<file path="src/hpq_pkg.sv">
`default_nettype none
package hpq_pkg;

    // Number of cells in the chain, one element per cell
    localparam int CAPACITY = 127;
    localparam int CNT_W    = $clog2(CAPACITY + 1);
    localparam int VAL_W    = 32;
    localparam int OUT_CNT_W = 7;

    // Request codes
    localparam logic REQ_INSERT = 1'b0;
    localparam logic REQ_DELETE = 1'b1;

    typedef enum logic [1:0] {
        ST_OK    = 2'd0,
        ST_EMPTY = 2'd1,
        ST_FULL  = 2'd2
    } t_status;

    typedef struct packed {
        logic                    req_type;
        logic signed [VAL_W-1:0] value;
    } t_req;

    typedef struct packed {
        t_status                 status;
        logic signed [VAL_W-1:0] removed_value;
        logic signed [VAL_W-1:0] top_value;
        logic [OUT_CNT_W-1:0]    count;
    } t_rsp;

    // What one cell hands to its right-hand neighbor
    typedef struct packed {
        logic signed [VAL_W-1:0] value;
        logic                    hold;
    } t_link;

    // Operation broadcast to every cell
    typedef struct packed {
        logic                    en;
        logic                    del;
        logic signed [VAL_W-1:0] value;
    } t_cmd;

endpackage
`default_nettype wire

</file>
<file path="src/hpq_cell.sv">
`default_nettype none
module hpq_cell
    import hpq_pkg::*;
(
    input  wire logic                    i_clk,
    input  wire t_cmd                    i_cmd,
    input  wire logic                    i_occupied,
    input  wire t_link                   i_left,
    input  wire logic signed [VAL_W-1:0] i_right_value,
    output t_link                        o_link
);

    logic signed [VAL_W-1:0] r_value;
    logic signed [VAL_W-1:0] n_value;

    // Keep this element in place when it is at least the inserted value
    assign o_link.value = r_value;
    assign o_link.hold  = i_occupied && !(r_value < i_cmd.value);

    // Select the next element: shift left on delete, open a slot on insert
    always_comb begin
        n_value = r_value;
        if (i_cmd.del) begin
            n_value = i_right_value;
        end else if (!o_link.hold) begin
            n_value = i_left.hold ? i_cmd.value : i_left.value;
        end
    end

    always_ff @(posedge i_clk) begin
        if (i_cmd.en) begin
            r_value <= n_value;
        end
    end

endmodule
`default_nettype wire

</file>
<file path="config.mk">
export PLATFORM = sky130hd
export DESIGN_NAME = hpq_cell
export DESIGN_NICKNAME = d
export VERILOG_FILES = /design/src/hpq_pkg.sv /design/src/hpq_cell.sv
export SDC_FILE = /design/constraint.sdc
export NUM_CORES = 1
export LEC_CHECK = 0
export BUFFER_PORTS_ARGS = -buffer_cell sky130_fd_sc_hd__buf_4
export CELL_PAD_IN_SITES_DETAIL_PLACEMENT = 1
export CELL_PAD_IN_SITES_GLOBAL_PLACEMENT = 2
export CORE_MARGIN = 5
export CORE_UTILIZATION = 25
export DETAILED_ROUTE_END_ITERATION = 8
export GPL_TIMING_DRIVEN = 0
export PLACE_DENSITY_LB_ADDON = 0.05
export SYNTH_ARGS = -nofsm -noshare
export SYNTH_HDL_FRONTEND = slang
export SYNTH_SLANG_ARGS = --single-unit
</file>
<file path="constraint.sdc">
create_clock -name i_clk -period 3.74 [get_ports i_clk]
set_clock_uncertainty 0.2 [all_clocks]
set_input_delay 0.748 -clock i_clk [delete_from_list [all_inputs] [get_ports i_clk]]
set_output_delay 0.748 -clock i_clk [all_outputs]
set_load 0.005 [all_outputs]
</file>
Yosys cells after proc, flatten, opt, wreduce, memory -nomap -nowiden
Index checks and enable logic that the tools add are counted.
- flip-flop bits (word level): 32
- bits of input ports: 101
- muxes and demuxes: 3
- order comparisons: 1
- eq/ne operators: 1
- reductions and logical operators: 3
- operators by type and width (cell ; number):
    32-bit two-way mux ; 3
    32-bit < comparator ; 1
    2-bit inequality test (second input constant) ; 1
    2-bit AND reduction ; 1
    1-bit logical AND ; 1
    1-bit zero test ; 1

Longest topological paths before layout
Gate-level depths: netlist of run 1.
- depth in word-level cells: 5
- gate-level depth with buffers: 8

Worst setup path after synthesis of run 1
No wires, ideal clock.
- path type: input-to-reg
- start point: input i_cmd[31] in the netlist's numbering
- end point: register r_value[0] (enable)
- stages: 8
- setup slack: 320 ps
- setup time: 392 ps
- data arrival time: 2828 ps
- buffers on the path: 0
- path through: inv_1 -> ha_1 -> nand4_1 -> nor4_1 -> nand2_1 -> o211ai_1 -> or4b_1 -> and3_1
- cells in the longest elaborated chain, start to end: 5
- RTL lines (element ; RTL line ; source):
    start: declaration ; hpq_cell.sv:6 ; input wire t_cmd i_cmd,
    32-bit < comparator ; hpq_cell.sv:18 ; assign o_link.hold = i_occupied && !(r_value < i_cmd.value);
    1-bit zero test ; hpq_cell.sv:18 ;
    1-bit logical AND ; hpq_cell.sv:18 ;
    2-bit inequality test (no line) ; -- ;
    2-bit AND reduction (no line) ; -- ;
    end signal: assignment ; hpq_cell.sv:32 ; r_value <= n_value;
    end: declaration ; hpq_cell.sv:13 ; logic signed [VAL_W-1:0] r_value;
No other way between the ends.
A chain may end at the register's enable or synchronous reset.

==> metrics.md, run 1 <==
| Metric | Value |
|---|---|
| Critical path's largest stage delay | `0.44 ns` |
| Syn avg cell area | `9.494 um2` |
| Setup TNS Final | `0 ns` |
| Layout Nets | `528` |
| Hold-fix buffers, CTS | `0` |
| Multi-input logic area | `1321 um2` |
| Initial antenna violation count | `0` |
| CTS Root Cell | `clkbuf_8` |
| Worst IR drop on VDD | `approximately 0.11 mV` |
| Mux contribution to synthesized area | `0.1354` |
| Die Y | `108.8 um` |
| Layout area overhead | `50.92%` |
| FF/Latch Area | `~960 um2` |
| R2R Path Start | `r_value[31]` |
| Final GP Congestion | `0.6847` |
| Fmax | `282.2 MHz` |
| Final Setup Violations | `0` |
| Tot GR Track Use | `0.1409` |
| Outcome | `finished clean` |
| Setup crit start | `i_cmd[7]` |
| Clk buf depth | `2` |
| Antenna fix cells | `0` |
| CTS resizes | `0` |
| Die ar. | `approximately 12000 um2` |
| Grt total ovfl | `0` |
| Placed cell area | `3598 um2` |
| Crit Path Max Fanout | `3` |
| Syn Nets | `between 300 and 400` |
| Routed vias | `2353` |
| Post-CTS Setup Inserts | `0` |
| Worst slew margin | `0.4442` |
| Worst Path Buf+Inv | `3` |
| Skew-Pair Late Insertion Delay | `0.29 ns` |
| Drt wl/cell | `15.43 um` |
| Share of cells above drive strength 1 | `0.3687` |
| Top flop regs | `r_value: 32 flops` |
| Combinational family with the most area after synthesis | `adder cells` |
| Path type of the worst setup path | `in2out` |
| Hold_sp | `i_right_value[17]` |
| DRT Pass-1 Iters | `4` |
| TritonCTS Sinks | `32` |
| Fillers | `approximately 1200` |
| EDFF count, synth | `32` |
| Vias in the first global route | `2569` |
| Critical Path End Type | `primary output` |
| Post-Synthesis Cells | `257` |
| Worst EP required | `roughly 2.8 ns` |
| Dpl hpwl | `6570 um` |
| Starting DRT DRC Count | `32` |
| Post-layout min period | `3.544 ns` |
| Max stage delay cell, worst path | `o41ai_2` |
| Cell Chain, Critical Path | `buf_4, inv_1, ha_1, nand4_1, o311a_1, o41ai_2, a31oi_1, mux2i_1, buf_4` |
| Placement Setup Slack | `-0.03212 ns` |
| Syn Std Cell Area | `2440 um2` |
| H-Tree Depth | `2` |
| Flop and latch count out of synthesis | `32` |
| MaxCap Viol Count | `0` |
| Number of flip-flops under the largest register name | `32` |
| Leak | `1.846 nW` |
| Area share of fa/ha/maj cells after synthesis | `0.1590` |
| Top_reg_cell synth | `edfxtp_1` |
| Routed Antenna Nets | `0` |
| Largest net degree at the start of global routing | `33` |
| DIE WIDTH | `108.8 um` |
| Data arrival, critical path | `approximately 2.6 ns` |
| Clk slew on worst S/H paths | `0.07 ns` |
| Compound-Gate Fraction of Synth Area | `0.1364` |
| Total CTS buffers | `5` |
| Initial Util | `0.2531` |
| Core Box Area | `9639 um2` |
| Synth cell types | `26` |
| Drt total wl | `around 8000 um` |
| First-pass GRT wire length | `12870 um` |
| Slew @ Worst Pin | `0.8336 ns` |
| Crit path top cell by count | `buf_4` |
| CTS tree | `yes` |
| DRC Markers | `0` |
| CP delay by family, top | `compound AO/OA/AOI/OAI gates` |
| Hold crit path type | `in2reg` |
| Max Slew Vio Count | `0` |
| Port Buffer Count | `132` |
| Most flop-heavy register | `r_value` |
| Worst setup SP type | `primary input` |
| Total power | `about 1.1 mW` |
| Share of the cycle needed by the critical path after routing | `0.9476` |
| Synth Area in XOR/XNOR | `0` |
| Pwr Density | `286.3 nW/um2` |
| Seq/Total Area, Yosys | `0.3938` |
| Synth Warn # | `0` |
| Final Cell Area | `3682 um2` |
| Post-synth ARST share | `0` |
| Simple-gate share of the synthesized area | `0.1077` |
| IO Pins | `134` |
| Drt via density | `4.448` |
| Final hold viol count | `0` |
| Setup ws final | `a little under 0.2 ns` |
| Site Rows | `36` |
| Unrepaired setup endpoints after global routing | `false` |
## kinds of logic (layout without fill, tap and decap cells)
kind of cell	count (synthesis)	after routing
DFF	32	32
adders and majority gates	31	31
buffers and inverters	43	182
and+or+nand+nor	60	60
AOI/OAI and AO/OA	58	58
muxes	33	33
## worst register-to-register path: cells and delay by family (launching register included)
family          cells  cell delay, ns
fa+ha+maj           1            0.42
simple gates        5            1.59
compound gates      1            0.16
flops               1            0.43
## Yosys cell counts (2+ instances only)
cell / count / share of area
nand2_1: 43 / 0.066
o21ai_0: 36 / 0.074
mux2i_1: 33 / 0.14
edfxtp_1: 32 / 0.39
inv_1: 32 / 0.049
ha_1: 31 / 0.16
a21oi_1: 12 / 0.025
clkbuf_1: 8 / 0.012
nand4_1: 5 / 0.013
nor2_1: 4 / 0.0062
buf_2: 3 / 0.0062
a31oi_1: 2 / 0.0051
nand2b_1: 2 / 0.0051
nand3_1: 2 / 0.0041
## metrics by stage
stage / hold WS (ns) / utilization / std cells
floorplan: 0.7351 / - / 257
global placement: 0.8274 / 0.3732 / 522
detailed placement: 0.8342 / 0.3733 / 522
CTS: 0.5297 / 0.3814 / 529
global route: 0.5340 / 0.3820 / 529
finish: 0.5354 / 0.3820 / 529
## worst paths after layout
| path | cells after the start | to | slack [ns] |
|---|---|---|---|
| worst max-delay path | 9 | o_link[0] | 0.20 |
| worst min-delay path | 3 | r_value[17] | 0.54 |
| worst max register to register | 7 | r_value[29] | 0.56 |
| worst min register to register | 5 | r_value[14] | 1.33 |
## power breakdown
group / internal [mW] / leakage, nW / total (mW) / switching (mW)
registers: 0.439 / 0.314 / 0.458 / 0.0186
logic: 0.180 / 1.49 / 0.332 / 0.152
clock network: 0.127 / 0.0410 / 0.265 / 0.138
total: 0.746 / 1.85 / 1.05 / 0.309
## final cells by class
class,instances,share of cell area
Multi-Input combinational cell,182,0.3588
Timing Repair Buffer,132,0.2691
Sequential cell,32,0.2610
Tap cell,133,0.04519
Inverter,32,0.03262
Clock buffer,6,0.01971
Buffer,11,0.01223
Clock inverter,1,0.001359
## placed cells by master, fill, tap and decap left out, types with 2 or more instances in the layout
master	synthesis	routed
ha_1	31	31
a21oi_1	12	12
o21ai_0	36	36
inv_1	32	32
mux2i_1	33	33
a31oi_1	2	2
nand3_1	2	2
nand2_1	43	43
buf_2	3	3
edfxtp_1	32	32
nor2_1	4	4
clkbuf_1	8	9
clkbuf_8	0	5
nand4_1	5	5
nand2b_1	2	2
buf_4	0	132
## routing by layer
layer | wire length [um] | global-route usage
met2 | 3833 | 0.2365
met3 | 557 | 0.03671
met4 | 68 | 0.03787
met5 | 0 | 0
met1 | 3703 | 0.1793
No activity file was read; power rests on OpenSTA's default activity.
==> run 2, diff against run 1 <==
BUFFER_PORTS_ARGS = -buffer_cell sky130_fd_sc_hd__clkbuf_2   (was -buffer_cell sky130_fd_sc_hd__buf_4)
GPL_ROUTABILITY_DRIVEN = 0   (was not set)
==> run 2 against run 1 <==
Against the previous run: via count decreased by 1.3%; die area unchanged; worst setup slack worse by 0.019 ns; clock power is 4% lower; clock-buffer cell count shrank 1; wire length down 2.7%; final cell count did not move; worst hold slack improved by 0.011 ns; critical path depth did not move.
==> metrics.md, run 2 (same netlist as run 1, synthesis figures left out) <==
| Metric | Value |
|---|---|
| Path type of the worst setup path | `in2out` |
| Worst EP required | `2.79 ns (about the same)` |
| CTS tree | `yes` |
| TritonCTS Sinks | `32 (unchanged)` |
| Worst IR drop on VDD | `0.1022 mV (-7.8%)` |
| Dpl hpwl | `6565 um (about the same)` |
| Number of flip-flops under the largest register name | `32 (unchanged)` |
| Starting DRT DRC Count | `38 (+19%)` |
| Antenna fix cells | `0 (unchanged)` |
| Commonest non-fill, non-tap cells in the layout | `clkbuf_2, nand2_1, o21ai_0, mux2i_1` |
| First-pass GRT wire length | `12520 um (-2.7%)` |
| Hold-fix buffers, CTS | `0 (unchanged)` |
| DRC Markers | `0 (unchanged)` |
| Layout Nets | `528 (unchanged)` |
| Share of cells above drive strength 1 | `0.3662 (-0.002525)` |
| Share of the cycle needed by the critical path after routing | `0.9526 (+0.005063)` |
| Core Box Area | `9639 um2 (unchanged)` |
| Final Setup Violations | `0 (unchanged)` |
| Unrepaired setup endpoints after global routing | `false` |
| Total CTS buffers | `5 (unchanged)` |
| Grt total ovfl | `0 (unchanged)` |
| Final core utilization | `0.3476 (-0.03440)` |
| Initial Util | `0.2531 (unchanged)` |
| Tot GR Track Use | `0.1365 (-0.004417)` |
| Leak | `1.758 nW (-4.8%)` |
| Drt via density | `4.391 (-1.3%)` |
| Routed Antenna Nets | `0 (unchanged)` |
| Drt wl/cell | `15.01 um (-2.7%)` |
| Hold crit path type | `in2reg` |
| Port Buffer Count | `132 (unchanged)` |
| DIE WIDTH | `108.8 um (unchanged)` |
| Site Rows | `36 (unchanged)` |
| Die Y | `108.8 um (unchanged)` |
| Skew-Pair Late Insertion Delay | `0.28 ns (about the same)` |
| Worst setup SP type | `primary input` |
| Final Cell Area | `3351 um2 (-9.0%)` |
| Fmax | `280.7 MHz (-0.53%)` |
| Largest net degree at the start of global routing | `33 (unchanged)` |
| Crit Path Max Fanout | `3 (unchanged)` |
| Layout area overhead | `37.33%` |
| Worst slew margin | `0.4421 (-0.002100)` |
| Commonest non-fill, non-tap cell in the layout | `clkbuf_2` |
| CTS Root Cell | `clkbuf_8` |
| H-Tree Depth | `2 (unchanged)` |
| Vias in the first global route | `2509 (-2.3%)` |
| Data arrival, critical path | `2.61 ns (about the same)` |
| Most flop-heavy register | `r_value` |
| IO Pins | `134 (unchanged)` |
| Slew @ Worst Pin | `0.8368 ns (+0.003150 ns)` |
| Dpl cells | `522 (unchanged)` |
| MaxCap Viol Count | `0 (unchanged)` |
| Post-layout min period | `3.563 ns (+0.01894 ns)` |
| Post-CTS Setup Inserts | `0 (unchanged)` |
| Pwr Density | `297.6 nW/um2 (+4.0%)` |
| Fin cells | `529 (unchanged)` |
| Clk buf depth | `2 (unchanged)` |
| Clk slew on worst S/H paths | `0.07 ns (about the same)` |
| Placed cell area | `3268 um2 (-9.2%)` |
| Top flop regs | `r_value: 32 flops` |
| Initial antenna violation count | `0 (unchanged)` |
| Final hold viol count | `0 (unchanged)` |
| Die ar. | `11840 um2 (unchanged)` |
| Outcome | `finished clean` |
| Critical Path End Type | `primary output` |
| Max Slew Vio Count | `0 (unchanged)` |
| Drt total wl | `7942 um (-2.7%)` |
| Routed vias | `2323 (-1.3%)` |
| DRT Pass-1 Iters | `4 (unchanged)` |
[run 2: cell count changes in the layout (fill, tap and decap cells not counted)]
cell,before,now
clkbuf_2,0,132
clkbuf_1,9,8
buf_4,132,0
clkinv_2,1,0
clkinv_1,0,2
[run 2: stage by stage]
step | power (mW) | worst slack [ns] | setup TNS [ns] | hold WS [ns]
finish | 0.9973 | 0.1772 | 0 | 0.5465
global route | 1.078 | 0.08121 | 0 | 0.5341
CTS | 1.021 | 0.08114 | 0 | 0.5402
detailed placement | 0.7601 | -0.04809 | -1.455 | 0.8356
global placement | 0.7552 | -0.6731 | -21.48 | 0.8279
floorplan | 0.6137 | 0.3198 | 0 | 0.7351
[run 2: final timing paths]
check	depth (start not counted)	to	slack [ns]	startpoint
setup / recovery	9	o_link[0]	0.18	i_cmd[7]
hold / removal	3	r_value[16]	0.55	i_right_value[16]
setup reg to reg	7	r_value[4]	0.57	r_value[31]
hold reg to reg	5	r_value[15]	1.36	r_value[16]
[run 2: worst max-delay path, stage by stage]
cell	delay [ns]
clkbuf_2	0.09
inv_1	0.04
ha_1	0.31
nand4_1	0.10
o311a_1	0.38
o41ai_2	0.43
a31oi_1	0.19
mux2i_1	0.18
clkbuf_2	0.14
[run 2: report_power, final]
group	internal [mW]	switching [mW]
Clock	0.123	0.131
Sequential	0.439	0.0190
Combinational	0.134	0.151
Total	0.697	0.301
[run 2: layout make-up]
cell class / count / area [um2]
Buffer: 11 / 45.04
Clock buffer: 5 / 68.82
Clock inverter: 2 / 7.507
Fill cell: 1233 / 6289
Inverter: 32 / 120.1
Multi-Input combinational cell: 182 / 1321
Sequential cell: 32 / 960.9
Tap cell: 133 / 166.4
Timing Repair Buffer: 132 / 660.6
[run 2: timing repair]
action / in CTS / in global routing
endpoints found under the setup margin: 0 / 1
endpoints found under the hold margin: 0 / 0
gates resized for setup: 0 / 1
[run 2: layer usage]
metal,up-vias,wire length (um),global-route usage,part of all wire
met4,0,35,0.02976,0.0044
met1,1054,3624,0.1752,0.46
met5,-,0,0,0
met2,77,3746,0.2304,0.47
li1,1190,-,-,-
met3,2,535,0.03612,0.067
==> run 3, diff against run 2 <==
MAX_ROUTING_LAYER = met4   (was not set)
==> run 3 against run 2 <==
Against the previous run: worst setup slack hardly changed; critical path depth is the same; cell area unchanged; combinational power about the same; wire length increased by 0.13%; sequential share of layout area stayed put; sequential cell count is the same; power hardly changed; worst hold slack hardly changed; sequential power about the same; final cell count unchanged.
==> metrics.md, run 3 (same netlist as run 1, synthesis figures left out) <==
| Metric | Value |
|---|---|
| WHS Endpoint | `r_value[16]` |
| Switching part of the total | `0.3011 (about the same)` |
| Drt via density | `4.399 (+0.17%)` |
| Clk buf depth | `2 (unchanged)` |
| First-pass GRT wire length | `12480 um (-0.27%)` |
| Port Buffer Count | `132 (unchanged)` |
| Layout area overhead | `37.33% (unchanged)` |
| Routed Antenna Nets | `0 (unchanged)` |
| Dpl cells | `522 (unchanged)` |
| R2R setup slack | `0.57 ns (about the same)` |
| Site Rows | `36 (unchanged)` |
| Path type of the worst setup path | `in2out` |
| Hold-fix buffers, CTS | `0 (unchanged)` |
| Share of cells above drive strength 1 | `0.3662 (unchanged)` |
| Hold_sp | `i_right_value[16]` |
| Pwr Density | `297.5 nW/um2 (about the same)` |
| Die ar. | `11840 um2 (unchanged)` |
| Final hold viol count | `0 (unchanged)` |
| Fin cells | `529 (unchanged)` |
| IO Pins | `134 (unchanged)` |
| Critical Path End Type | `primary output` |
| Drt wl/cell | `15.03 um (+0.13%)` |
| Placement Setup Slack | `-0.04809 ns (unchanged)` |
| Dpl hpwl | `6565 um (unchanged)` |
| CP delay by family, top | `compound AO/OA/AOI/OAI gates` |
| Drt total wl | `7952 um (+0.13%)` |
| Hold Path Depth | `3 (unchanged)` |
| Worst EP required | `2.79 ns (about the same)` |
| Worst Reg-to-Reg Cells | `7 (unchanged)` |
| Largest net degree at the start of global routing | `33 (unchanged)` |
| RR Endpoint | `r_value[4]` |
| R2R Path Start | `r_value[31]` |
| Data arrival, critical path | `2.61 ns (about the same)` |
| Setup ws final | `0.1771 ns (-0.0001150 ns)` |
| Unrepaired setup endpoints after global routing | `false` |
| Tot GR Track Use | `0.1403 (+0.003793)` |
| Crit Path Max Fanout | `3 (unchanged)` |
| Commonest non-fill, non-tap cell in the layout | `clkbuf_2` |
| Psw | `300.2 uW (-0.12%)` |
| Placed cell area | `3268 um2 (unchanged)` |
| Starting DRT DRC Count | `54 (+42%)` |
| Grt total ovfl | `0 (unchanged)` |
| Core Box Area | `9639 um2 (unchanged)` |
| Clock network power share | `0.254 (about the same)` |
| DIE WIDTH | `108.8 um (unchanged)` |
| DRT Pass-1 Iters | `4 (unchanged)` |
| Leak | `1.758 nW (unchanged)` |
| Total power | `996.9 uW (about the same)` |
| Initial Util | `0.2531 (unchanged)` |
| Final core utilization | `0.3476 (unchanged)` |
| Skew-Pair Late Insertion Delay | `0.28 ns (about the same)` |
| CTS Root Cell | `clkbuf_8` |
| Antenna fix cells | `0 (unchanged)` |
| Die Y | `108.8 um (unchanged)` |
| Worst IR drop on VDD | `0.1013 mV (-0.90%)` |
| Worst Path Buf+Inv | `3 (unchanged)` |
| Critical path's largest stage delay | `0.43 ns (about the same)` |
| Outcome | `finished clean` |
| Fmax | `280.7 MHz (about the same)` |
| Worst slew margin | `0.4428 (+0.0006720)` |
| Max Slew Vio Count | `0 (unchanged)` |
| Post-layout min period | `3.563 ns (+0.0001150 ns)` |
| H-Tree Depth | `2 (unchanged)` |
| Max stage delay cell, worst path | `o41ai_2` |
| Hold crit path type | `in2reg` |
| Clk slew on worst S/H paths | `0.07 ns (about the same)` |
| Combinational share of power | `0.286 (about the same)` |
| Commonest non-fill, non-tap cells in the layout | `clkbuf_2, nand2_1, o21ai_0, mux2i_1` |
| Design internal power | `696.7 uW (about the same)` |
| Final Setup Violations | `0 (unchanged)` |
| Total CTS buffers | `5 (unchanged)` |
| TritonCTS Sinks | `32 (unchanged)` |
| Layout Nets | `528 (unchanged)` |
| Number of flip-flops under the largest register name | `32 (unchanged)` |
| CTS tree | `yes` |
| Initial antenna violation count | `0 (unchanged)` |
| Top flop regs | `r_value: 32 flops` |
| Share of the cycle needed by the critical path after routing | `0.9527 (about the same)` |
| MaxCap Viol Count | `0 (unchanged)` |
| Cell Chain, Critical Path | `clkbuf_2, inv_1, ha_1, nand4_1, o311a_1, o41ai_2, a31oi_1, mux2i_1, clkbuf_2` |
| Most flop-heavy register | `r_value` |
| Sequential Power Share | `0.460 (about the same)` |
| DRC Markers | `0 (unchanged)` |
| Vias in the first global route | `2516 (+0.28%)` |
| Slew @ Worst Pin | `0.8358 ns (-0.001008 ns)` |
| Crit path top cell by count | `clkbuf_2` |
| Final Cell Area | `3351 um2 (unchanged)` |
| Routed vias | `2327 (+0.17%)` |
| Worst setup SP type | `primary input` |
-- run 3: cell counts in the layout (fill, tap and decap cells not counted) --
No cell type changed its count.
-- run 3: area by class of cell --
type	instances	area, um2
Sequential cell	32	960.9
Timing Repair Buffer	132	660.6
Fill cell	1233	6289
Clock inverter	2	7.507
Multi-Input combinational cell	182	1321
Buffer	11	45.04
Tap cell	133	166.4
Inverter	32	120.1
Clock buffer	5	68.82
-- run 3: worst max-delay path by stage --
stage	start	depth (start not counted)	end
after detailed placement	i_cmd[31]	9	r_value[2]
final	i_cmd[7]	9	o_link[0]
after floorplan	i_cmd[31]	8	r_value[0]
after CTS	i_cmd[31]	10	o_link[0]
after global placement	i_cmd[31]	9	r_value[2]
after global routing	i_cmd[31]	10	o_link[0]
-- run 3: layer usage --
layer,track usage,routed length [um]
met1,0.1778,3678
met2,0.2308,3748
met3,0.03079,482
met4,0.02976,42
met5,-,0
-- run 3: per-stage QoR --
stage	hold slack (ns)	TNS (ns)
after global placement	0.8279	-21.48
after global routing	0.5361	0
after detailed placement	0.8356	-1.455
final	0.5464	0
after floorplan	0.7351	0
after CTS	0.5402	0
-- run 3: timing repair --
action	CTS	global route
buffers inserted	0	0
gates resized for setup	0	1
endpoints found under the setup margin	0	1
-- run 3: tightest hold or removal path, cell delays in order --
cell      delay (ns)
clkbuf_2        0.07
nand2_1         0.04
o21ai_0         0.06
-- run 3: power groups by stage --
stage	combinational, mW	clock [mW]	sequential [mW]
finish	0.285	0.253	0.458
global route	0.332	0.283	0.462
CTS	0.295	0.268	0.459
detailed placement	0.293	0	0.467
global placement	0.289	0	0.466
floorplan	0.148	0	0.466
